==> config.mk <==
export PLATFORM = sky130hd
export DESIGN_NAME = rsb_sqrt
export DESIGN_NICKNAME = d
export VERILOG_FILES = /design/src/rtl/rsb_pkg.sv /design/src/rtl/rsb_sqrt.sv
export SDC_FILE = /design/constraint.sdc
export NUM_CORES = 1
export LEC_CHECK = 0
export ABC_CLOCK_PERIOD_IN_PS = 16600
export BUFFER_PORTS_ARGS = -buffer_cell sky130_fd_sc_hd__buf_2
export CAP_MARGIN = 10
export CORE_UTILIZATION = 35
export DETAILED_ROUTE_END_ITERATION = 10
export MAX_ROUTING_LAYER = met4
export PLACE_DENSITY_LB_ADDON = 0.15
export SLEW_MARGIN = 20
export SYNTH_ARGS = -nofsm -noshare
export SYNTH_HDL_FRONTEND = slang
export SYNTH_SLANG_ARGS = --single-unit
==> constraint.sdc <==
create_clock -name clk_i -period 16.6 [get_ports clk_i]
set_input_delay 0.83 -clock clk_i [delete_from_list [all_inputs] [get_ports clk_i]]
set_output_delay 0.83 -clock clk_i [all_outputs]
set_load 0.005 [all_outputs]
==> src/rtl/rsb_pkg.sv <==
// Shared types, constants and arithmetic helpers for the radial spectrum binning unit.
// No dependencies; every other file imports this package.
package rsb_pkg;

  localparam int BIN_COUNT = 256;
  localparam int BIN_AW    = $clog2(BIN_COUNT);
  localparam int K2W       = 2 * BIN_AW;
  localparam int BIN_LIMIT = BIN_COUNT * BIN_COUNT;

  localparam int CFG_IW = 3;
  localparam int CFG_DW = 32;

  // configuration register indexes
  localparam logic [CFG_IW-1:0] CFG_MODE       = 3'd0;
  localparam logic [CFG_IW-1:0] CFG_GRID_LEN   = 3'd1;
  localparam logic [CFG_IW-1:0] CFG_SLAB_DEPTH = 3'd2;
  localparam logic [CFG_IW-1:0] CFG_SLAB_BASE  = 3'd3;
  localparam logic [CFG_IW-1:0] CFG_MASS       = 3'd4;
  localparam logic [CFG_IW-1:0] CFG_K_SCALE    = 3'd5;
  localparam logic [CFG_IW-1:0] CFG_NORM       = 3'd6;

  // weighting modes
  localparam logic [2:0] MODE_KINETIC  = 3'd0;
  localparam logic [2:0] MODE_POWER    = 3'd1;
  localparam logic [2:0] MODE_GRAD     = 3'd2;
  localparam logic [2:0] MODE_GRAD_NOK = 3'd3;
  localparam logic [2:0] MODE_POT      = 3'd4;
  localparam logic [2:0] MODE_GRAD_POT = 3'd5;
  localparam logic [2:0] MODE_COUNT    = 3'd6;

  typedef enum logic [1:0] {
    OP_ACCUM = 2'd0,
    OP_READ  = 2'd1,
    OP_CLEAR = 2'd2,
    OP_NONE  = 2'd3
  } op_e;

  typedef enum logic [4:0] {
    S_IDLE,
    S_DIV_X,
    S_DIV_Y,
    S_SQ,
    S_CHK,
    S_SQRT_BIN,
    S_MAG,
    S_DBL,
    S_KSC,
    S_ROOTW,
    S_SQRT_W,
    S_MW,
    S_DIV_W,
    S_PICK,
    S_MUL_K,
    S_KEND,
    S_MUL_M,
    S_MEND,
    S_WRITE,
    S_NRM_M,
    S_NRM_MEND,
    S_NRM_X,
    S_NRM_XEND,
    S_RESULT
  } state_e;

  typedef struct packed {
    logic        start;
    logic [6:0]  steps;
    logic [31:0] rem_init;
    logic [31:0] den;
    logic [63:0] dividend;
  } div_req_t;

  typedef struct packed {
    logic        start;
    logic [63:0] radicand;
  } sqrt_req_t;

  function automatic logic [63:0] sat_add(input logic [63:0] a, input logic [63:0] b);
    logic [64:0] s;
    s = {1'b0, a} + {1'b0, b};
    return s[64] ? '1 : s[63:0];
  endfunction

  // full product to Q16.16 scaled result, saturated
  function automatic logic [63:0] q16_sat(input logic [127:0] p);
    return (|p[127:80]) ? '1 : p[79:16];
  endfunction

endpackage

==> src/rtl/rsb_sqrt.sv <==
// Integer square root of a 64-bit value, two radicand bits per cycle.
// Depends on rsb_pkg (sqrt_req_t).
module rsb_sqrt (
  input  logic               clk_i,
  input  logic               rst_ni,
  input  rsb_pkg::sqrt_req_t req_i,
  output logic               busy_o,
  output logic [31:0]        root_o
);
  import rsb_pkg::*;

  logic [5:0]  cnt_q;
  logic [63:0] x_q, res_q, one_q;
  logic [63:0] trial;
  logic        ge;

  assign trial = res_q + one_q;
  assign ge    = x_q >= trial;

  always_ff @(posedge clk_i or negedge rst_ni) begin
    if (!rst_ni) begin
      cnt_q <= '0;
    end else if (req_i.start) begin
      cnt_q <= 6'd32;
    end else if (cnt_q != '0) begin
      cnt_q <= cnt_q - 6'd1;
    end
  end

  always_ff @(posedge clk_i) begin
    if (req_i.start) begin
      x_q   <= req_i.radicand;
      res_q <= '0;
      one_q <= 64'h4000_0000_0000_0000;
    end else if (cnt_q != '0) begin
      if (ge) begin
        x_q   <= x_q - trial;
        res_q <= (res_q >> 1) + one_q;
      end else begin
        res_q <= res_q >> 1;
      end
      one_q <= one_q >> 2;
    end
  end

  assign busy_o = cnt_q != '0;
  assign root_o = res_q[31:0];

endmodule

# Yosys cells after proc, flatten, opt, wreduce, memory -nomap -nowiden

Index checks and enable logic that the tools add are counted.

Add/subtract/negate cells: 4
Magnitude comparators: 1
Muxes and demuxes: 6
Reductions and logical operators: 4

Operators by type and width:

| cell                | count |
|---|---|
| $mux 64             | 4 |
| $add 63x63->64      | 1 |
| $add 64x63->64      | 1 |
| $ge 64x64->1        | 1 |
| $sub 64x64->64      | 1 |
| $mux 6              | 2 |
| $reduce_bool 6->1   | 1 |
| $sub 6x1->6 const B | 1 |
| $reduce_bool 2->1   | 2 |
| $reduce_and 2->1    | 1 |

Bits in registers: 166
Output and inout port bits: 33
Logic and storage cells: 19

# Depth between registers and ports, before layout

Gate-level depths: netlist (run 1).

Depth after elaboration: 5
Gate-level depth with buffers: 26
Depth with buffers taken out: 21

# Worst setup path before layout (run 1)

OpenSTA, ideal clock, no wires.

Path kind: flip-flop to flip-flop
Start: reg res_q[2]
End: reg x_q[0] (enable)
Library setup time: 0.494 ns
Arrival: 7.520 ns
Required time: 16.106 ns
Setup slack: 8.586 ns
Stages on the path, launching flop included: 21
Period minus slack after synthesis: 8.014 ns
Cells stage by stage: dfxtp_1 > ha_1 > a31o_1 > or3_1 > and3_1 > o21ai_1 > a31oi_1 > a211o_1 > a21oi_1 > o21a_1 > xnor2_1 > ha_1 > inv_1 > or4_4 > a2111oi_2 > o211ai_1 > and2_1 > buf_2 > buf_2 > buf_2 > o21ai_1

Longest elaborated chain between the ends: 4

Ends and longest elaborated chain:

| what                               | line           | text |
|---|---|---|
| start, declared                    | rsb_sqrt.sv:13 | `logic [63:0] x_q, res_q, one_q;` |
| start signal, assigned             | rsb_sqrt.sv:38 | `res_q <= (res_q >> 1) + one_q;` |
| start signal, assigned             | rsb_sqrt.sv:40 | `res_q <= res_q >> 1;` |
| $add 64x63->64                     | rsb_sqrt.sv:17 | `assign trial = res_q + one_q;` |
| $ge 64x64->1                       | rsb_sqrt.sv:18 | `assign ge = x_q >= trial;` |
| $reduce_bool 2->1 (no source line) | -              |  |
| $reduce_and 2->1 (no source line)  | -              |  |
| end signal, assigned               | rsb_sqrt.sv:32 | `x_q <= req_i.radicand;` |
| end signal, assigned               | rsb_sqrt.sv:37 | `x_q <= x_q - trial;` |
| end, declared                      | rsb_sqrt.sv:13 |  |

Every way passes these cells.
A chain may end at the register's enable or synchronous reset.

# Worst setup path in the final report (run 1)

Start: reg res_q[2]
End: reg x_q[57] (enable)

Same word-level chain as after synthesis.

==> results of run 1 <==
## metrics by stage
step	utilization, %	std cells
6_report	38.06	2718
5_1_grt	38.06	2718
4_1_cts	38.06	2718
3_5_place_dp	36.79	2686
3_3_place_gp	36.79	2686
2_1_floorplan	-	2130
## state kept, by name, indices dropped and copies added, names as in the netlist
name   count
cnt_q      6
res_q     64
x_q       64
one_q     32
## power breakdown
| group | internal, uW | total [uW] | leakage (uW) | switching [uW] |
|---|---|---|---|---|
| combinational | 732 | 1950 | 0.00472 | 1220 |
| sequential | 609 | 756 | 0.00152 | 147 |
| clock | 207 | 415 | 0.000288 | 208 |
## area by class of cell
cell class / count / area, sq um / share of cell area, %
Clock buffer: 18 / 450.4 / 2.608
Inverter: 53 / 201.4 / 1.166
Multi-Input combinational cell: 1757 / 11170 / 64.66
Clock inverter: 14 / 123.9 / 0.7172
Timing Repair Buffer: 110 / 584.3 / 3.383
Tap cell: 600 / 750.7 / 4.347
Sequential cell: 166 / 3994 / 23.12
## cells by family (layout without fill, tap and decap cells)
kind of cell | count (synthesis) | in the layout | synth area share [%]
DFF | 166 | 166 | 24.83
buffers and inverters | 207 | 195 | 5.866
AOI/OAI and AO/OA | 711 | 711 | 28.77
and+or+nand+nor | 760 | 760 | 21.69
adders and majority gates | 132 | 132 | 10.32
xor gates and xnor gates | 140 | 140 | 7.624
muxes | 14 | 14 | 0.9024
## cells in the mapped netlist (10+ instances only)
library cell / instances / area, sq um
nand4_1: 51 / 319.1
a21o_1: 36 / 270.3
nor2_1: 189 / 709.4
a311oi_1: 18 / 157.7
clkbuf_1: 99 / 371.6
xor2_1: 65 / 569.3
a31o_2: 18 / 157.7
o21ai_1: 27 / 135.1
a211oi_1: 53 / 397.9
o31ai_1: 18 / 135.1
edfxtp_1: 64 / 1922
buf_2: 10 / 50.05
ha_1: 131 / 1639
a31oi_1: 64 / 400.4
and3_1: 17 / 106.4
buf_4: 37 / 277.8
nand2_1: 298 / 1119
inv_1: 52 / 195.2
mux2i_1: 10 / 100.1
o21ai_0: 143 / 715.7
or3_1: 19 / 118.9
dfxtp_1: 96 / 1922
o211ai_1: 20 / 150.1
and4_1: 10 / 87.58
o21bai_1: 25 / 187.7
and2_1: 24 / 150.1
xnor2_1: 75 / 656.9
nand2b_1: 15 / 93.84
nand3_1: 45 / 225.2
nor2b_1: 10 / 62.56
nor3_1: 50 / 250.2
a21oi_1: 165 / 825.8
o21a_1: 20 / 150.1
## metal layers
metal	up-vias	wire (microns)
li1	7830	-
met1	7433	22620
met2	356	25230
met3	78	2596
met4	0	1687
met5	-	0
## worst max path at each step
stage | to | slack (ps) | from | cells past startpoint
6_report | x_q[57] | 9750 | res_q[2] | 19
5_1_grt | x_q[57] | 9380 | res_q[20] | 20
4_1_cts | x_q[13] | 9780 | res_q[2] | 19
3_5_place_dp | x_q[14] | 9800 | res_q[2] | 19
3_3_place_gp | x_q[15] | 9910 | res_q[2] | 19
2_1_floorplan | x_q[0] | 8590 | res_q[2] | 20
==> run_results.csv, run 1 <==
group,metric,value,unit
cells_and_area,insertedDiodeCount,0,
critical_path,critPathTopFamily,"compound AO/OA/AOI/OAI gates",
clock_tree,cts_sinks,166,
floorplan,core,45380,sq um
placed_design,place_congestion,0.9409,
placed_design,dp_hpwl,39720,microns
routing,drt_wl_total,52140,microns
sta,hold_viol_final,0,
sta,setup_viol,0,
sta,fin_crit,6846,ps
pwr,power,3125,uW
placed_design,pre_cts_slack,9795,ps
floorplan,rows,78,
run_status,status,"complete, no violations",
global_routing,grt_max_degree,106,
pwr,power_density,180.9,nW/um^2
cells_and_area,syn_to_final_growth,7.391,%
global_routing,grt_pass1_vias,15540,
routing,antenna_left,0,
critical_path,reg2regPathDepth,19,
sta,fmax,0.1461,GHz
clock_tree,root_buffer,"clkbuf_16",
global_routing,grtUsageTotal,23.06,%
placed_design,portBuffers,99,
synthesis,synth_seq_area_share,24.83,%
clock_tree,cts_tree,"built",
synthesis,synth_area,16080,sq um
clock_tree,ctsHoldBuffers,0,
floorplan,die_width,216.4,microns
routing,dr.pass1.iters,7,
global_routing,met1_usage,26.92,%
cells_and_area,fin_nets,2304,
routing,avgViaCountPerCell,5.775,
critical_path,cp.buffers_inverters,2,
clock_tree,clock_path_buffers,2,
routing,post_drt_wl_per_cell,19.18,microns
clock_tree,clock_insertion_delay_worst_skew,480,ps
global_routing,grt.met2_usage,38.69,%
critical_path,cp-start-kind,"flop",
cells_and_area,mostFrequentLayoutCell,"nand2_1",
routing,first_iter_violations,1082,
cells_and_area,finalInstanceArea,17270,sq um
critical_path,crit_fanout,68,
synthesis,syn_nets,2329,
critical_path,crit_arrival,6940,ps
critical_path,crit_chain,"ha_1 -> a31o_1 -> or3_1 -> and3_1 -> o21ai_1 -> a31oi_1 -> a211o_1 -> a31oi_1 -> o211ai_1 -> xnor2_1 -> ha_1 -> and4_1 -> nand4_1 -> a211oi_1 -> o211ai_1 -> and2_2 -> buf_4 -> o21ai_4 -> buf_4",
cells_and_area,fillers,4836,
min_path,hold_class,"in2async",
clock_tree,cts_buffers,17,
routing,vias,15700,
sta,clock_skew,14.73,ps
synthesis,avgSynthCellArea,7.551,sq um
floorplan,die_y,216.4,microns
routing,drc_errors,0,
synthesis,synth_warnings,0,
clock_tree,cts_resized,0,
clock_tree,h-tree-depth,4,
sta,fin_setup_tns,0,ps
sta,worst_pin_slew,1037,ps
global_routing,grt-busiest-layer,"met2",
synthesis,synth-edff-count,64,
sta,drv_slew,0,
pwr,p_leak,0.006530,uW
synthesis,async_flop_share,3.614,%
sta,fin_ws,9754,ps
placed_design,place_area,16700,sq um
critical_path,crit_type,"reg2reg",
critical_path,cp_slowest_stage_delay,720,ps
clock_tree,postCtsSetupBuffers,0,
floorplan,design.die.area,46810,sq um
critical_path,r2r_slack,9750,ps
sta,fin_hold_ws,162.9,ps
floorplan,start_util,35.44,%
cells_and_area,layout_common_cells,"nand2_1 (297), nor2_1 (189), a21oi_1 (165), o21ai_0 (143), ha_1 (131)",
pwr,ir_drop,0.1122,mV
global_routing,grt_pass1_wl,83410,microns
synthesis,synth_cell_types,87,
sta,rsz0062_at_grt,"no",
critical_path,r2r-start,"res_q[2]",
synthesis,synth_flop_cell,"dfxtp_1",
critical_path,r2r-end,"x_q[57]",
critical_path,cp-end-kind,"flop",
run,cap_viol_max_count,0,
global_routing,gr-total-overflow,0,
synthesis,syn_inst,2130,
global_routing,antenna_found_initial,0,
clock_tree,clk_pin_slew_worst_paths,80,ps
critical_path,crit_required,16690,ps
critical_path,cpMaxStageDelayCell,"buf_4",
sta,finalCritPeriodShare,41.24,%
floorplan,ioPinCount,100,
sta,relSlewSlack,30.87,%
global_routing,met3_usage,4.828,%
cells_and_area,layout-drive-gt1-share,8.924,%
synthesis,ys_seq_elements,166,
No activity file was read; power rests on OpenSTA's default activity.
==> run 2: changes to the inputs <==
--- a/config.mk
+++ b/config.mk
@@ -5,7 +5,7 @@
 export SDC_FILE = /design/constraint.sdc
 export NUM_CORES = 1
 export LEC_CHECK = 0
-export ABC_CLOCK_PERIOD_IN_PS = 16600
+export ABC_CLOCK_PERIOD_IN_PS = 5500
 export BUFFER_PORTS_ARGS = -buffer_cell sky130_fd_sc_hd__buf_2
 export CAP_MARGIN = 10
 export CORE_UTILIZATION = 35
==> constraint.sdc (replaced) <==
create_clock -name clk_i -period 5.5 [get_ports clk_i]
set_input_delay 0.275 -clock clk_i [delete_from_list [all_inputs] [get_ports clk_i]]
set_output_delay 0.275 -clock clk_i [all_outputs]
set_load 0.005 [all_outputs]
==> run 2 against run 1 <==
Net effect:
- final cell count increased by 8.9%
- routed wire length up 9.3%
- worst setup slack got worse by 9600 ps
- die area unchanged
- critical path depth up 3
- register-to-register slack got worse by 9600 ps
==> run_results.csv, run 2 (synthesis gave the netlist of run 1 again) <==
group,metric,value,unit
critical_path,crit_chain,"ha_2 -> buf_4 -> a31o_1 -> or3_4 -> and3_4 -> o21ai_4 -> a31oi_4 -> a211o_4 -> a31oi_2 -> buf_6 -> xor2_4 -> ha_1 -> nand2_1 -> or4_4 -> buf_6 -> a2111oi_4 -> o211ai_1 -> buf_4 -> and2_4 -> buf_4 -> or3_1 -> a311oi_1",
sta,fin_crit,5383,ps
placed_design,portBuffers,99,
global_routing,gr-total-overflow,0,
cells_and_area,syn_to_final_growth,22.88,%
routing,drt_wl_total,56970,microns
floorplan,design.die.area,46810,sq um
run,cap_viol_max_count,0,
routing,dr.pass1.iters,5,
floorplan,core,45380,sq um
pwr,ir_drop,0.2778,mV
sta,relSlewSlack,37.36,%
floorplan,start_util,35.44,%
placed_design,dp_hpwl,43170,microns
critical_path,cp-start-kind,"flop",
critical_path,cp-end-kind,"flop",
routing,post_drt_wl_per_cell,19.25,microns
critical_path,cpMaxStageDelayCell,"or4_4",
clock_tree,cts_buffers,17,
global_routing,grt_pass1_vias,16130,
sta,drv_slew,0,
placed_design,place_congestion,0.9320,
cells_and_area,fin_nets,2546,
floorplan,die_y,216.4,microns
sta,finalCritPeriodShare,97.87,%
sta,fin_setup_tns,0,ps
critical_path,crit_required,5900,ps
cells_and_area,reg.largest.list,"res_q: 64 flops, x_q: 64 flops, one_q: 32 flops",
sta,worst_pin_slew,939.7,ps
sta,clock_skew,12.50,ps
cells_and_area,mostFrequentLayoutCell,"nand2_1",
clock_tree,cts_tree,"built",
global_routing,grt_max_degree,79,
critical_path,crit_path_frequent_cell,"buf_4",
clock_tree,h-tree-depth,4,
min_path,hold_class,"in2reg",
cells_and_area,layout_common_cells,"nand2_1 (296), buf_4 (235), nor2_1 (186), a21oi_1 (157), o21ai_0 (134)",
critical_path,cp_slowest_stage_delay,550,ps
global_routing,antenna_found_initial,0,
clock_tree,cts_sinks,166,
routing,first_iter_violations,1179,
clock_tree,root_buffer,"clkbuf_16",
routing,avgViaCountPerCell,5.698,
global_routing,grtUsageTotal,24.59,%
pwr,power_density,562.9,nW/um^2
critical_path,cp.buffers_inverters,5,
floorplan,ioPinCount,100,
sta,fin_ws,117.1,ps
placed_design,pre_cts_slack,-252.4,ps
clock_tree,clock_path_buffers,2,
global_routing,grt_pass1_wl,88500,microns
critical_path,critPathTopFamily,"compound AO/OA/AOI/OAI gates",
floorplan,rows,78,
sta,rsz0062_at_grt,"yes",
floorplan,die_width,216.4,microns
cells_and_area,insertedDiodeCount,0,
sta,setup_viol,0,
clock_tree,clk_pin_slew_worst_paths,70,ps
cells_and_area,layout-drive-gt1-share,20.97,%
run_status,status,"complete, no violations",
sta,fmax,0.1858,GHz
critical_path,crit_type,"reg2reg",
critical_path,crit_arrival,5790,ps
routing,drc_errors,0,
pwr,p_leak,0.007863,uW
sta,hold_viol_final,0,
critical_path,crit_fanout,7,
routing,antenna_left,0,
routing,vias,16870,
clock_tree,clock_insertion_delay_worst_skew,500,ps
## run 2: layout make-up
class | instances | area, sq um
fillers | 4682 | 25620
multi-input cells | 1758 | 11650
flip-flops and latches | 166 | 3999
repair buffers | 351 | 2574
well taps | 600 | 750.7
clock buffers | 27 | 556.8
inverters | 53 | 201.4
clock inverters | 5 | 32.53
## run 2: path summary, 6_finish.rpt
path                            from         to  slack (ps)  cells past startpoint
min                        req_i[35]    x_q[35]          60                      3
max in group asynchronous     rst_ni   cnt_q[5]        5210                      2
min reg2reg                one_q[50]  one_q[50]         500                      2
max                         res_q[0]  res_q[53]         120                     22
max reg2reg                 res_q[0]  res_q[53]         120                     22
min in group asynchronous     rst_ni   cnt_q[1]         150                      2
## run 2: layer usage
metal  global-route usage, %  wire (microns)  up-vias
met5                       -               0        -
met4                   6.620             967        0
met3                   3.635            2223       60
met2                   40.75           27600      372
met1                   31.06           26180     8138
li1                        -               -     8296
## run 2: repair_timing
| item | in CTS | in global routing |
|---|---|---|
| hold buffers | 1 | 0 |
| endpoints found under the setup margin | 123 | 148 |
| pin swaps | 24 | 36 |
| resized for setup | 39 | 57 |
| gates cloned | 2 | 3 |
| endpoints found under the hold margin | 6 | 0 |
| buffers inserted | 12 | 16 |
## run 2: power breakdown
| part | total, uW | switching (uW) | internal, uW |
|---|---|---|---|
| combinational | 7760 | 4410 | 3350 |
| sequential | 2120 | 282 | 1840 |
| clock | 1250 | 557 | 693 |
| total | 11100 | 5250 | 5880 |
## run 2: metrics by stage
stage          hold WS [ps]  std cells  util (%)  instance area (sq um)  total power, uW
2_1_floorplan        -20.59       2130         -                  16170             6763
3_3_place_gp          107.3       2894     40.47                  18360             9174
3_5_place_dp          105.5       2894     40.47                  18360             9200
4_1_cts               10.24       2941     42.49                  19280            10720
5_1_grt               55.36       2960     43.55                  19760            11970
6_report              55.15       2960     43.55                  19760            11120
## run 2: worst reg2reg max path: cells and delay by family (launching register included)
kind / cells / cell delay (ps)
flip-flops: 1 / 310
AO/OA/AOI/OAI: 8 / 1900
XOR/XNOR: 1 / 90
buffers and inverters: 5 / 790
adder cells (fa/ha/maj): 2 / 480
AND/OR/NAND/NOR: 6 / 1720
