File: src/rtl/rsb_pkg.sv
// Shared types, constants and arithmetic helpers for the radial spectrum binning unit.
// No dependencies; every other file imports this package.
package rsb_pkg;

  localparam int BIN_COUNT = 256;
  localparam int BIN_AW    = $clog2(BIN_COUNT);
  localparam int K2W       = 2 * BIN_AW;
  localparam int BIN_LIMIT = BIN_COUNT * BIN_COUNT;

  localparam int CFG_IW = 3;
  localparam int CFG_DW = 32;

  // configuration register indexes
  localparam logic [CFG_IW-1:0] CFG_MODE       = 3'd0;
  localparam logic [CFG_IW-1:0] CFG_GRID_LEN   = 3'd1;
  localparam logic [CFG_IW-1:0] CFG_SLAB_DEPTH = 3'd2;
  localparam logic [CFG_IW-1:0] CFG_SLAB_BASE  = 3'd3;
  localparam logic [CFG_IW-1:0] CFG_MASS       = 3'd4;
  localparam logic [CFG_IW-1:0] CFG_K_SCALE    = 3'd5;
  localparam logic [CFG_IW-1:0] CFG_NORM       = 3'd6;

  // weighting modes
  localparam logic [2:0] MODE_KINETIC  = 3'd0;
  localparam logic [2:0] MODE_POWER    = 3'd1;
  localparam logic [2:0] MODE_GRAD     = 3'd2;
  localparam logic [2:0] MODE_GRAD_NOK = 3'd3;
  localparam logic [2:0] MODE_POT      = 3'd4;
  localparam logic [2:0] MODE_GRAD_POT = 3'd5;
  localparam logic [2:0] MODE_COUNT    = 3'd6;

  typedef enum logic [1:0] {
    OP_ACCUM = 2'd0,
    OP_READ  = 2'd1,
    OP_CLEAR = 2'd2,
    OP_NONE  = 2'd3
  } op_e;

  typedef enum logic [4:0] {
    S_IDLE,
    S_DIV_X,
    S_DIV_Y,
    S_SQ,
    S_CHK,
    S_SQRT_BIN,
    S_MAG,
    S_DBL,
    S_KSC,
    S_ROOTW,
    S_SQRT_W,
    S_MW,
    S_DIV_W,
    S_PICK,
    S_MUL_K,
    S_KEND,
    S_MUL_M,
    S_MEND,
    S_WRITE,
    S_NRM_M,
    S_NRM_MEND,
    S_NRM_X,
    S_NRM_XEND,
    S_RESULT
  } state_e;

  typedef struct packed {
    logic        start;
    logic [6:0]  steps;
    logic [31:0] rem_init;
    logic [31:0] den;
    logic [63:0] dividend;
  } div_req_t;

  typedef struct packed {
    logic        start;
    logic [63:0] radicand;
  } sqrt_req_t;

  function automatic logic [63:0] sat_add(input logic [63:0] a, input logic [63:0] b);
    logic [64:0] s;
    s = {1'b0, a} + {1'b0, b};
    return s[64] ? '1 : s[63:0];
  endfunction

  // full product to Q16.16 scaled result, saturated
  function automatic logic [63:0] q16_sat(input logic [127:0] p);
    return (|p[127:80]) ? '1 : p[79:16];
  endfunction

endpackage

File: src/rtl/rsb_div.sv
// Restoring divider, one quotient bit per cycle, with a preloaded partial remainder.
// Depends on rsb_pkg (div_req_t).
module rsb_div (
  input  logic              clk_i,
  input  logic              rst_ni,
  input  rsb_pkg::div_req_t req_i,
  output logic              busy_o,
  output logic [63:0]       quo_o,
  output logic [31:0]       rem_o
);
  import rsb_pkg::*;

  logic [6:0]  cnt_q;
  logic [31:0] rem_q, den_q;
  logic [63:0] quo_q;
  logic [32:0] trial;
  logic        ge;

  // remainder stays below the divisor, so trial - den fits 32 bits
  assign trial = {rem_q, quo_q[63]};
  assign ge    = trial >= {1'b0, den_q};

  always_ff @(posedge clk_i or negedge rst_ni) begin
    if (!rst_ni) begin
      cnt_q <= '0;
    end else if (req_i.start) begin
      cnt_q <= req_i.steps;
    end else if (cnt_q != '0) begin
      cnt_q <= cnt_q - 7'd1;
    end
  end

  always_ff @(posedge clk_i) begin
    if (req_i.start) begin
      rem_q <= req_i.rem_init;
      den_q <= req_i.den;
      quo_q <= req_i.dividend;
    end else if (cnt_q != '0) begin
      rem_q <= ge ? 32'(trial - {1'b0, den_q}) : trial[31:0];
      quo_q <= {quo_q[62:0], ge};
    end
  end

  assign busy_o = cnt_q != '0;
  assign quo_o  = quo_q;
  assign rem_o  = rem_q;

endmodule

File: config.mk
export PLATFORM = sky130hd
export DESIGN_NAME = rsb_div
export DESIGN_NICKNAME = d
export VERILOG_FILES = /design/src/rtl/rsb_pkg.sv /design/src/rtl/rsb_div.sv
export SDC_FILE = /design/constraint.sdc
export NUM_CORES = 1
export LEC_CHECK = 0
export ABC_AREA = 1
export BUFFER_PORTS_ARGS = -buffer_cell sky130_fd_sc_hd__buf_2
export CAP_MARGIN = 5
export CORE_ASPECT_RATIO = 0.9
export CORE_MARGIN = 5
export CORE_UTILIZATION = 48
export DETAILED_ROUTE_END_ITERATION = 12
export PLACE_DENSITY = 0.84
export SLEW_MARGIN = 10
export SYNTH_ARGS = -nofsm -noshare
export SYNTH_HDL_FRONTEND = slang
export SYNTH_SLANG_ARGS = --single-unit
File: constraint.sdc
create_clock -name clk_i -period 3.7 [get_ports clk_i]
set_input_delay 0.37 -clock clk_i [delete_from_list [all_inputs] [get_ports clk_i]]
set_output_delay 0.37 -clock clk_i [all_outputs]
set_load 0.01 [all_outputs]
* After elaboration in Yosys (flattened, before gate mapping) *
Index checks and enable logic that the tools add are counted.

word-level totals
  flip-flop bits (word level) = 135

cells by class
  $add $sub $neg = 2
  $lt $le $gt $ge = 1
  mux-type cells = 7
  reductions and logical operators = 2

operators by type and width
  cell                 number
  $mux 64              2
  $mux 32              3
  $ge 33x32->1         1
  $sub 32x32->32       1
  $mux 7               2
  $reduce_bool 7->1    1
  $sub 7x1->7 const B  1
  $reduce_bool 2->1    1

* Depth between registers and ports, before layout *
Gate-level depths: netlist (run 1).

  depth after elaboration = 4
  mapped depth = 17
  mapped depth without buffers = 16

* Worst setup path after synthesis (run 1) *
Ideal clock, no wire load.

  path kind = reg2reg
  start point = register cnt_q[0]
  end point = register quo_q[0], in the netlist quo_o[0] (enable)
  arrival = 2.744 ns
  required time = 2.791 ns
  slack = 0.047 ns
  cell stages (with the launch flop) = 8
  clock period less this slack = 3.653 ns
  path through = dfrtp_1 -> inv_1 -> ha_1 -> nand2_1 -> nor2_1 -> nand2_1 -> nor2_1 -> nand2_1

on the way
  word-level cells in the longest chain between the ends = 2

ends and longest elaborated chain
  element                      RTL line       source
  from (decl)                  rsb_div.sv:13  logic [6:0] cnt_q;
  from (signal assigned)       rsb_div.sv:27  cnt_q <= req_i.steps;
  from (signal assigned)       rsb_div.sv:29  cnt_q <= cnt_q - 7'd1;
  $reduce_bool 7->1            rsb_div.sv:38  end else if (cnt_q != '0) begin
  $reduce_bool 2->1 (no line)  -
  to (signal assigned)         rsb_div.sv:37  quo_q <= req_i.dividend;
  to (signal assigned)         rsb_div.sv:40  quo_q <= {quo_q[62:0], ge};
  to (decl)                    rsb_div.sv:15  logic [63:0] quo_q;

Every way passes these cells.
A chain may end at the register's enable or synchronous reset.

* Worst setup path in the final report (run 1) *
  start point = register rem_q[28], in the netlist rem_o[28]
  end point = register rem_q[18], in the netlist rem_o[18] (data pin)

on the way
  word-level cells in the longest chain between the ends = 4

ends and longest elaborated chain
  element                 RTL line       source
  from (decl)             rsb_div.sv:14  logic [31:0] rem_q, den_q;
  from (signal assigned)  rsb_div.sv:35  rem_q <= req_i.rem_init;
  from (signal assigned)  rsb_div.sv:39  rem_q <= ge ? 32'(trial - {1'b0, den_q}) : trial[31:0];
  $ge 33x32->1            rsb_div.sv:21  assign ge = trial >= {1'b0, den_q};
  $mux 32                 rsb_div.sv:39
  $mux 32                 rsb_div.sv:38
  $mux 32                 rsb_div.sv:34  if (req_i.start) begin

Every way passes these cells. The select of a mux whose other input is x is not followed.

==> impl_metrics.tcl, run 1 <==
set metrics [dict create \
    min_to "den_q[29]" \
    die_w_um 150 \
    arrival_ps 2930 \
    critPathLaunchType "flip-flop" \
    dr.pass1.iters 5 \
    yosysSeqAreaShare 0.472 \
    htreeDepth 4 \
    met2_length_um 12200 \
    path_cells "ha_1 -> nand2_1 -> nor3_1 -> nand2_1 -> nor2_1 -> nor2_2 -> nand2_2 -> buf_4 -> nand2_1 -> nand3_1 -> nand2_1" \
    cts_buffer_depth 2 \
    synthCells 1135 \
    slowest_stage "edfxtp_1" \
    drtIter0Drc 577 \
    path_max_fanout 21 \
    insertion_delay_ps 430 \
    leakage_uw 0.00573 \
    ys_types 32 \
    cts_resized 0 \
    worst-r2r-setup-slack_ps 950 \
    synth_area_um2 8520 \
    wirelength_um 25100 \
    area_growth_pct 22.7 \
    ios 235 \
    postPlaceCellArea_um2 9890 \
    rsz0062_at_grt "false" \
    synth_seq_cells 135 \
    tns_ps 0 \
    syn_nets 1307 \
    cts_setup_buffers 0 \
    final_nets 1538 \
    cap_violations 0 \
    dr_wl_met3_um 2250 \
    holdPathStages 1 \
    vias 8109 \
    vias_per_cell 5.01 \
    design_area_um2 10500 \
    port-buffer-count 234 \
    gp_congestion 1.03 \
    worstHoldPathType "input port to flip-flop" \
    detail-route-antenna-nets 0 \
    grt_max_degree 71 \
    period_minus_slack_ps 2750 \
    layout_commonest_cell "nand2_1" \
    cts_tree "done" \
    max_freq_mhz 364 \
    fp-row-count 46 \
    die_y_um 136 \
    grt_pass1_wl_um 39100 \
    r2r_cells 11 \
    antenna_found_initial 0 \
    coreArea_um2 17600 \
    numCtsBuffers 17 \
    vdd_drop_max_mv 0.333 \
    clk_pin_slew_ps 70 \
    root_buffer "clkbuf_16" \
    clock_sinks 135 \
    met1Wirelength_um 10000 \
    slew-limit-headroom 0.514 \
    dieArea_um2 20500 \
    start_util 0.485 \
    worstMarginPinSlew_ps 729 \
    powerDensity_nw_per_um2 718 \
    hpwlAfterDp_um 18900 \
    insertedDiodeCount 0 \
    min_from "req_i[93]" \
    drv_slew 0 \
    r2r_end "rem_o[18]" \
    grt_overflow_total 0 \
    avgSynthCellArea_um2 7.51 \
    crit_required_ps 3880 \
    hold_viol 0 \
    setup.worst_path.start "rem_o[28]" \
    crit_path_max_incr_delay_ps 470 \
    synth_warnings 0 \
    outcome "completed" \
    r2r-start "rem_o[28]" \
    route.detailed.drc 0 \
    first_global_vias 7902 \
    holdBufCountCts 1 \
    finalCritPeriodShare 0.743 \
    power.total_uw 7500 \
    layout-drive-gt1-share 0.208 \
    crit_type "flip-flop to flip-flop" \
    grt.total_usage 0.244 \
    cp_common_cell "nand2_1" \
    clock_skew_ps 14.5 \
    end_kind "flip-flop" \
    final_cell_mix "548 x nand2_1, 233 x buf_2, 164 x inv_1, 128 x edfxtp_1, 68 x nand3_1" \
    highest_layer "met4" \
    wl_per_cell_um 15.5 \
    setup_viol 0 \
]
==> layout make-up <==
class,instances,area (um^2)
clock buffer,18,429
tap,240,300
inverter,165,619
timing repair buffer,244,1250
sequential,135,4020
multi-input combinational,803,3710
fill,1541,7100
clock inverter,14,126
==> flip-flops by register name, summed over array words and instances (netlist names) <==
name   count
cnt_q      7
den_q     32
quo_o     64
rem_o     32
==> metal layers <==
layer / track usage / up-vias
met5: 0 / -
met4: 0.0864 / 0
met3: 0.0680 / 51
met2: 0.418 / 351
met1: 0.295 / 3693
li1: - / 4014
==> through the flow <==
stage               hold WS [ps]  instances  setup WS [ps]  utilization
finish                       112       1619            950        0.596
global route                99.2       1619            732        0.596
CTS                          102       1619            927        0.596
detailed placement           210       1586           1020        0.563
global placement             210       1586           1050        0.563
floorplan                   74.4       1135           47.2            -
==> cells in the mapped netlist <==
library cell / count / area [um^2]
o211ai_1: 1 / 7.51
buf_1: 1 / 3.75
a21boi_0: 1 / 7.51
a21oi_1: 18 / 90.1
nand4_1: 9 / 56.3
nand3_1: 68 / 340
nor2_2: 4 / 25.0
o22ai_1: 1 / 6.26
nand2_1: 549 / 2060
nor3_1: 3 / 15.0
nor2_1: 52 / 195
o31ai_1: 1 / 7.51
buf_4: 3 / 22.5
a21o_1: 1 / 7.51
nand3_2: 1 / 10.0
o21bai_1: 1 / 7.51
nand3b_1: 26 / 195
buf_6: 6 / 67.6
o21ai_0: 7 / 35.0
nand2_2: 6 / 37.5
fa_1: 1 / 20.0
nor4_1: 1 / 6.26
inv_1: 165 / 619
edfxtp_1: 128 / 3840
o21a_1: 1 / 7.51
xnor2_1: 15 / 131
and2_1: 2 / 12.5
dfrtp_1: 7 / 175
ha_1: 33 / 413
clkbuf_1: 19 / 71.3
buf_2: 3 / 15.0
xor2_1: 1 / 8.76
==> worst max-delay path: cells and delay by family (launching register included) <==
| family | cells | cell delay [ps] |
|---|---|---|
| fa+ha+maj | 1 | 450 |
| buf+inv | 1 | 330 |
| flops | 1 | 470 |
| simple gates | 9 | 1220 |
==> cells by family after synthesis <==
kind of cell | after synthesis | share of synthesized area
fa+ha+maj | 34 | 0.0508
compound gates | 32 | 0.0207
flops | 135 | 0.472
simple gates | 721 | 0.347
xor+xnor | 16 | 0.0164
buf+inv | 197 | 0.0938
==> worst max-delay path by stage <==
stage | end | slack, ps | cells after the start
6_report | rem_o[18] | 950 | 11
5_1_grt | rem_o[11] | 730 | 11
4_1_cts | rem_o[22] | 930 | 8
3_5_place_dp | rem_o[28] | 1020 | 11
3_3_place_gp | rem_o[15] | 1050 | 8
2_1_floorplan | quo_o[0] | 50 | 7
==> power breakdown <==
part	total [uW]	internal (uW)	switching (uW)
Clock	1640	886	759
Sequential	2270	2050	215
Combinational	3590	1300	2290
Total	7500	4240	3260
(Power assumes the default switching activity.)
==> run 2: changes to the inputs <==
--- a/config.mk
+++ b/config.mk
@@ -10,9 +10,9 @@
 export CAP_MARGIN = 5
 export CORE_ASPECT_RATIO = 0.9
 export CORE_MARGIN = 5
-export CORE_UTILIZATION = 48
+export CORE_UTILIZATION = 54
 export DETAILED_ROUTE_END_ITERATION = 12
-export PLACE_DENSITY = 0.84
+export PLACE_DENSITY = 0.89
 export SLEW_MARGIN = 10
 export SYNTH_ARGS = -nofsm -noshare
 export SYNTH_HDL_FRONTEND = slang
==> constraint.sdc (replaced) <==
create_clock -name clk_i -period 2.8 [get_ports clk_i]
set_input_delay 0.28 -clock clk_i [delete_from_list [all_inputs] [get_ports clk_i]]
set_output_delay 0.28 -clock clk_i [all_outputs]
set_load 0.01 [all_outputs]
==> run 2 against run 1 <==
Via count grew 0.95%. Highest routed layer unchanged. First-iteration DRC count is 29% higher. Maximum frequency grew 6.1%. Critical endpoint is now rem_o[28]. Largest cell class unchanged. Largest power group unchanged.
==> impl_metrics.tcl, run 2 (synthesis results as in run 1) <==
set metrics [dict create \
    vias_per_cell 5.16 \
    fp-row-count 43 \
    drtIter0Drc 742 \
    grt.total_usage 0.278 \
    met2_length_um 12100 \
    p_comb_frac 0.479 \
    p_seq_frac 0.294 \
    crit_required_ps 2990 \
    wirelength_um 25400 \
    layout_commonest_cell "nand2_1" \
    cap_violations 0 \
    start_util 0.552 \
    rsz0062_at_grt "false" \
    dp.cells 1552 \
    grt_max_degree 137 \
    final_core_util 0.685 \
    area_growth_pct 24.1 \
    final_nets 1542 \
    setup_ws_ps 209 \
    power.total_uw 10200 \
    switching_share 0.430 \
    tns_ps 0 \
    clk_pin_slew_ps 70 \
    layout-drive-gt1-share 0.212 \
    setup_viol 0 \
    dr_wl_met3_um 2480 \
    cts_setup_buffers 0 \
    worstMarginPinSlew_ps 661 \
    dieArea_um2 18400 \
    internal_power_uw 5820 \
    clock_sinks 135 \
    cp_common_cell "nand2_1" \
    final_cells 1586 \
    hpwlAfterDp_um 18900 \
    clock_skew_ps 10.2 \
    met1Wirelength_um 9900 \
    post-place-ws_ps 177 \
    route.detailed.drc 0 \
    cts_buffer_depth 2 \
    final_cell_mix "548 x nand2_1, 233 x buf_2, 164 x inv_1, 128 x edfxtp_1, 67 x nand3_1" \
    worstHoldPathType "input port to flip-flop" \
    vias 8186 \
    hold_viol 0 \
    powerDensity_nw_per_um2 966 \
    root_buffer "clkbuf_16" \
    gp_congestion 1.01 \
    first_global_vias 8097 \
    cts_tree "done" \
    crit_path_max_incr_delay_ps 440 \
    arrival_ps 2780 \
    wl_per_cell_um 16.0 \
    htreeDepth 4 \
    coreArea_um2 15400 \
    antenna_found_initial 1 \
    period_minus_slack_ps 2590 \
    end_kind "flip-flop" \
    slew-limit-headroom 0.559 \
    dr.pass1.iters 5 \
    path_cells "inv_1 -> ha_1 -> inv_1 -> fa_1 -> nand3_1 -> nand3_2 -> nand2_1 -> nand2_1 -> nand2_1 -> nand2_1 -> nand2_1 -> nand2_1 -> nand2_1 -> nand3_1 -> nand2_1 -> nand2_1" \
    path_max_fanout 4 \
    detail-route-antenna-nets 0 \
    clkPwrFrac 0.227 \
    drv_slew 0 \
    leakage_uw 0.00582 \
    crit_type "flip-flop to flip-flop" \
    die_y_um 129 \
    grt_overflow_total 0 \
    insertion_delay_ps 430 \
    vdd_drop_max_mv 0.562 \
    outcome "completed" \
    critPathLaunchType "flip-flop" \
    numCtsBuffers 17 \
    finalCritPeriodShare 0.925 \
    grt_pass1_wl_um 39900 \
    max_freq_mhz 386 \
    die_w_um 142 \
    ios 235 \
    slowest_stage "fa_1" \
    largest_reg_flops 64 \
    highest_layer "met4" \
    power.switching_uw 4390 \
    port-buffer-count 234 \
]
run 2: changes by cell type in the layout (fill, tap and decap cells not counted), moves of 2 or more:
| cell | previous run | this run |
|---|---|---|
| buf_4 | 10 | 8 |
| buf_12 | 0 | 6 |
| inv_8 | 3 | 7 |
| inv_6 | 7 | 3 |
| clkinv_8 | 0 | 2 |
| clkinvlp_4 | 3 | 0 |
run 2: power by group through the flow:
stage	logic (uW)	registers, uW	clock network (uW)
final	4890	3000	2320
after global routing	5490	3050	2420
after CTS	4850	3000	2340
after detailed placement	4800	3030	0
after global placement	4720	3010	0
after floorplan	3210	3140	0
run 2: routing by layer:
metal	global-route usage	vias up
met1	0.343	3707
met4	0.113	0
met5	0	-
met2	0.470	386
li1	-	4026
met3	0.0716	67
run 2: repair_timing:
action	4_1_cts	5_1_grt
hold buffers	1	0
hold endpoints to repair	7	0
endpoints found under the setup margin	0	1
gates resized for setup	0	1
run 2: worst paths after layout:
path                            cells past startpoint  slack [ps]   endpoint       from
worst max-delay path                               16         210  rem_o[28]  quo_o[63]
worst min-delay path                                1          20  den_q[19]  req_i[83]
worst max register to register                     16         210  rem_o[28]  quo_o[63]
worst min register to register                      2         510   cnt_q[6]   cnt_q[6]
max in group asynchronous                           2        2410   cnt_q[3]     rst_ni
min in group asynchronous                           2         230   cnt_q[1]     rst_ni
run 2: per-stage QoR:
| step | hold slack [ps] | cell area (um^2) |
|---|---|---|
| 5_1_grt | 9.64 | 10600 |
| 3_5_place_dp | 116 | 9950 |
| 2_1_floorplan | -15.6 | 8520 |
| 4_1_cts | 8.99 | 10600 |
| 6_report | 20.7 | 10600 |
| 3_3_place_gp | 115 | 9950 |
run 2: area by class of cell:
class	count	area, um^2
Antenna cell	1	2.50
Clock buffer	17	425
Clock inverter	15	181
Fill cell	1274	4870
Inverter	165	619
Multi-Input combinational cell	803	3720
Sequential cell	135	4020
Tap cell	202	253
Timing Repair Buffer	248	1360
run 2: critical path: cells and delay by family (launching register included):
family / cells / cell delay (ps)
fa+ha+maj: 2 / 590
buf+inv: 2 / 190
flops: 1 / 410
simple gates: 12 / 1150
==> run 3: changes to the inputs <==
--- a/config.mk
+++ b/config.mk
@@ -13,6 +13,7 @@
 export CORE_UTILIZATION = 54
 export DETAILED_ROUTE_END_ITERATION = 12
 export PLACE_DENSITY = 0.89
+export REMOVE_ABC_BUFFERS = 1
 export SLEW_MARGIN = 10
 export SYNTH_ARGS = -nofsm -noshare
 export SYNTH_HDL_FRONTEND = slang
==> run 3 against run 2 <==
Power shrank 1.4%. Critical path type unchanged. Cell count up 0.25%. Maximum frequency shrank 1.2%. Register-to-register slack worse by 30 ps. Largest power group unchanged. Hold slack improved by 8.9 ps.
==> impl_metrics.tcl, run 3 (synthesis results as in run 1) <==
set metrics [dict create \
    arrival_ps 2790 \
    port-buffer-count 234 \
    dieArea_um2 18400 \
    worstHoldPathType "input port to flip-flop" \
    vdd_drop_max_mv 0.639 \
    die_w_um 142 \
    seq_area_um2 4020 \
    path_max_fanout 11 \
    antenna_found_initial 2 \
    period_minus_slack_ps 2620 \
    layout_commonest_cell "nand2_1" \
    vias_per_cell 5.09 \
    wirelength_um 25400 \
    grt_max_degree 137 \
    hpwlAfterDp_um 19100 \
    gp_congestion 0.939 \
    outcome "completed" \
    worstMarginPinSlew_ps 626 \
    drv_slew 0 \
    clock_sinks 135 \
    insertion_delay_ps 430 \
    critPathLaunchType "flip-flop" \
    area_growth_pct 23.7 \
    setup_viol 0 \
    wl_per_cell_um 16.0 \
    path_cells "ha_1 -> nand2_1 -> nor2_2 -> nand3_1 -> nor2_1 -> nand2_1 -> nand2_1 -> nor2_2 -> nand2_2 -> buf_4 -> nand2_1 -> nand3_1 -> nand2_1" \
    coreArea_um2 15400 \
    ios 235 \
    layout-drive-gt1-share 0.215 \
    leakage_uw 0.00580 \
    clock_skew_ps 16.9 \
    slowest_stage "edfxtp_1" \
    tns_ps 0 \
    end_kind "flip-flop" \
    final_cell_mix "547 x nand2_1, 233 x buf_2, 164 x inv_1, 128 x edfxtp_1, 67 x nand3_1" \
    grt.total_usage 0.277 \
    slew-limit-headroom 0.583 \
    largest_reg_flops 64 \
    max_freq_mhz 381 \
    crit_path_max_incr_delay_ps 450 \
    drtIter0Drc 619 \
    vias 8097 \
    design_area_um2 10500 \
    htreeDepth 4 \
    root_buffer "clkbuf_16" \
    grt_pass1_wl_um 39800 \
    r2r_cells 13 \
    crit_type "flip-flop to flip-flop" \
    multiInputGateArea_um2 3720 \
    cts_tree "done" \
    route.detailed.drc 0 \
    rsz0062_at_grt "false" \
    cts_setup_buffers 0 \
    cp_common_cell "nand2_1" \
    grt_overflow_total 0 \
    fp-row-count 43 \
    dr.pass1.iters 5 \
    first_global_vias 7979 \
    powerDensity_nw_per_um2 955 \
    numCtsBuffers 17 \
    start_util 0.552 \
    finalCritPeriodShare 0.936 \
    crit_required_ps 2970 \
    postPlaceCellArea_um2 9950 \
    die_y_um 129 \
    holdPathStages 1 \
    cap_violations 0 \
    final_core_util 0.683 \
    nFillCells 1293 \
    final_nets 1545 \
    clk_pin_slew_ps 60 \
    cts_buffer_depth 2 \
    hold_viol 0 \
    detail-route-antenna-nets 0 \
]
run 3: cell types whose count changed in the layout (fill, tap and decap cells not counted), sizes merged:
cell / change
diode: +1
clkinvlp: +2
inv: -3
buf: +3
clkbuf: +1
run 3: power breakdown:
part           internal, uW  total [uW]  switching, uW
Combinational          1800        4910           3110
Sequential             2710        2990            274
Clock                  1250        2170            925
run 3: layout make-up:
class | instances | share of cell area
timing repair buffer | 251 | 0.129
multi-input combinational | 803 | 0.353
sequential | 135 | 0.381
clock buffer | 18 | 0.0407
tap | 202 | 0.0240
clock inverter | 14 | 0.0131
antenna | 2 | 0.000475
inverter | 165 | 0.0589
run 3: routing by layer:
layer	vias up	share of wire	GRT usage	wire length, um
li1	4035	-	-	-
met1	3685	0.41	0.344	10400
met2	342	0.48	0.473	12200
met3	35	0.091	0.0856	2300
met4	0	0.020	0.0738	506
met5	-	0	0	0
run 3: path summary, 6_finish.rpt:
kind,slack (ps),to,from
max,180,rem_o[3],rem_o[3]
min,30,den_q[19],req_i[83]
max reg2reg,180,rem_o[3],rem_o[3]
min reg2reg,510,cnt_q[6],cnt_q[6]
max in group asynchronous,2380,cnt_q[6],rst_ni
min in group asynchronous,250,cnt_q[1],rst_ni
run 3: per-stage QoR:
step / instances / hold WS, ps / setup WS, ps / power [uW]
6_report: 1590 / 29.6 / 178 / 10100
5_1_grt: 1590 / 13.5 / 57.6 / 10800
3_3_place_gp: 1555 / 124 / 203 / 7720
4_1_cts: 1588 / 15.9 / 76.0 / 10000
3_5_place_dp: 1555 / 124 / 134 / 7810
2_1_floorplan: 1103 / -15.6 / -2090 / 6220
run 3: critical path, delay by kind of cell (launching register included):
kind,cells,cell delay (ps)
adders and majority gates,1,400
buffers and inverters,1,240
DFF,1,450
and+or+nand+nor,11,1270
run 3: repair_timing:
item                       CTS  global route
resized for setup            0             5
setup endpoints to repair    0            10
hold endpoints to repair     7             0
hold buffers                 1             0
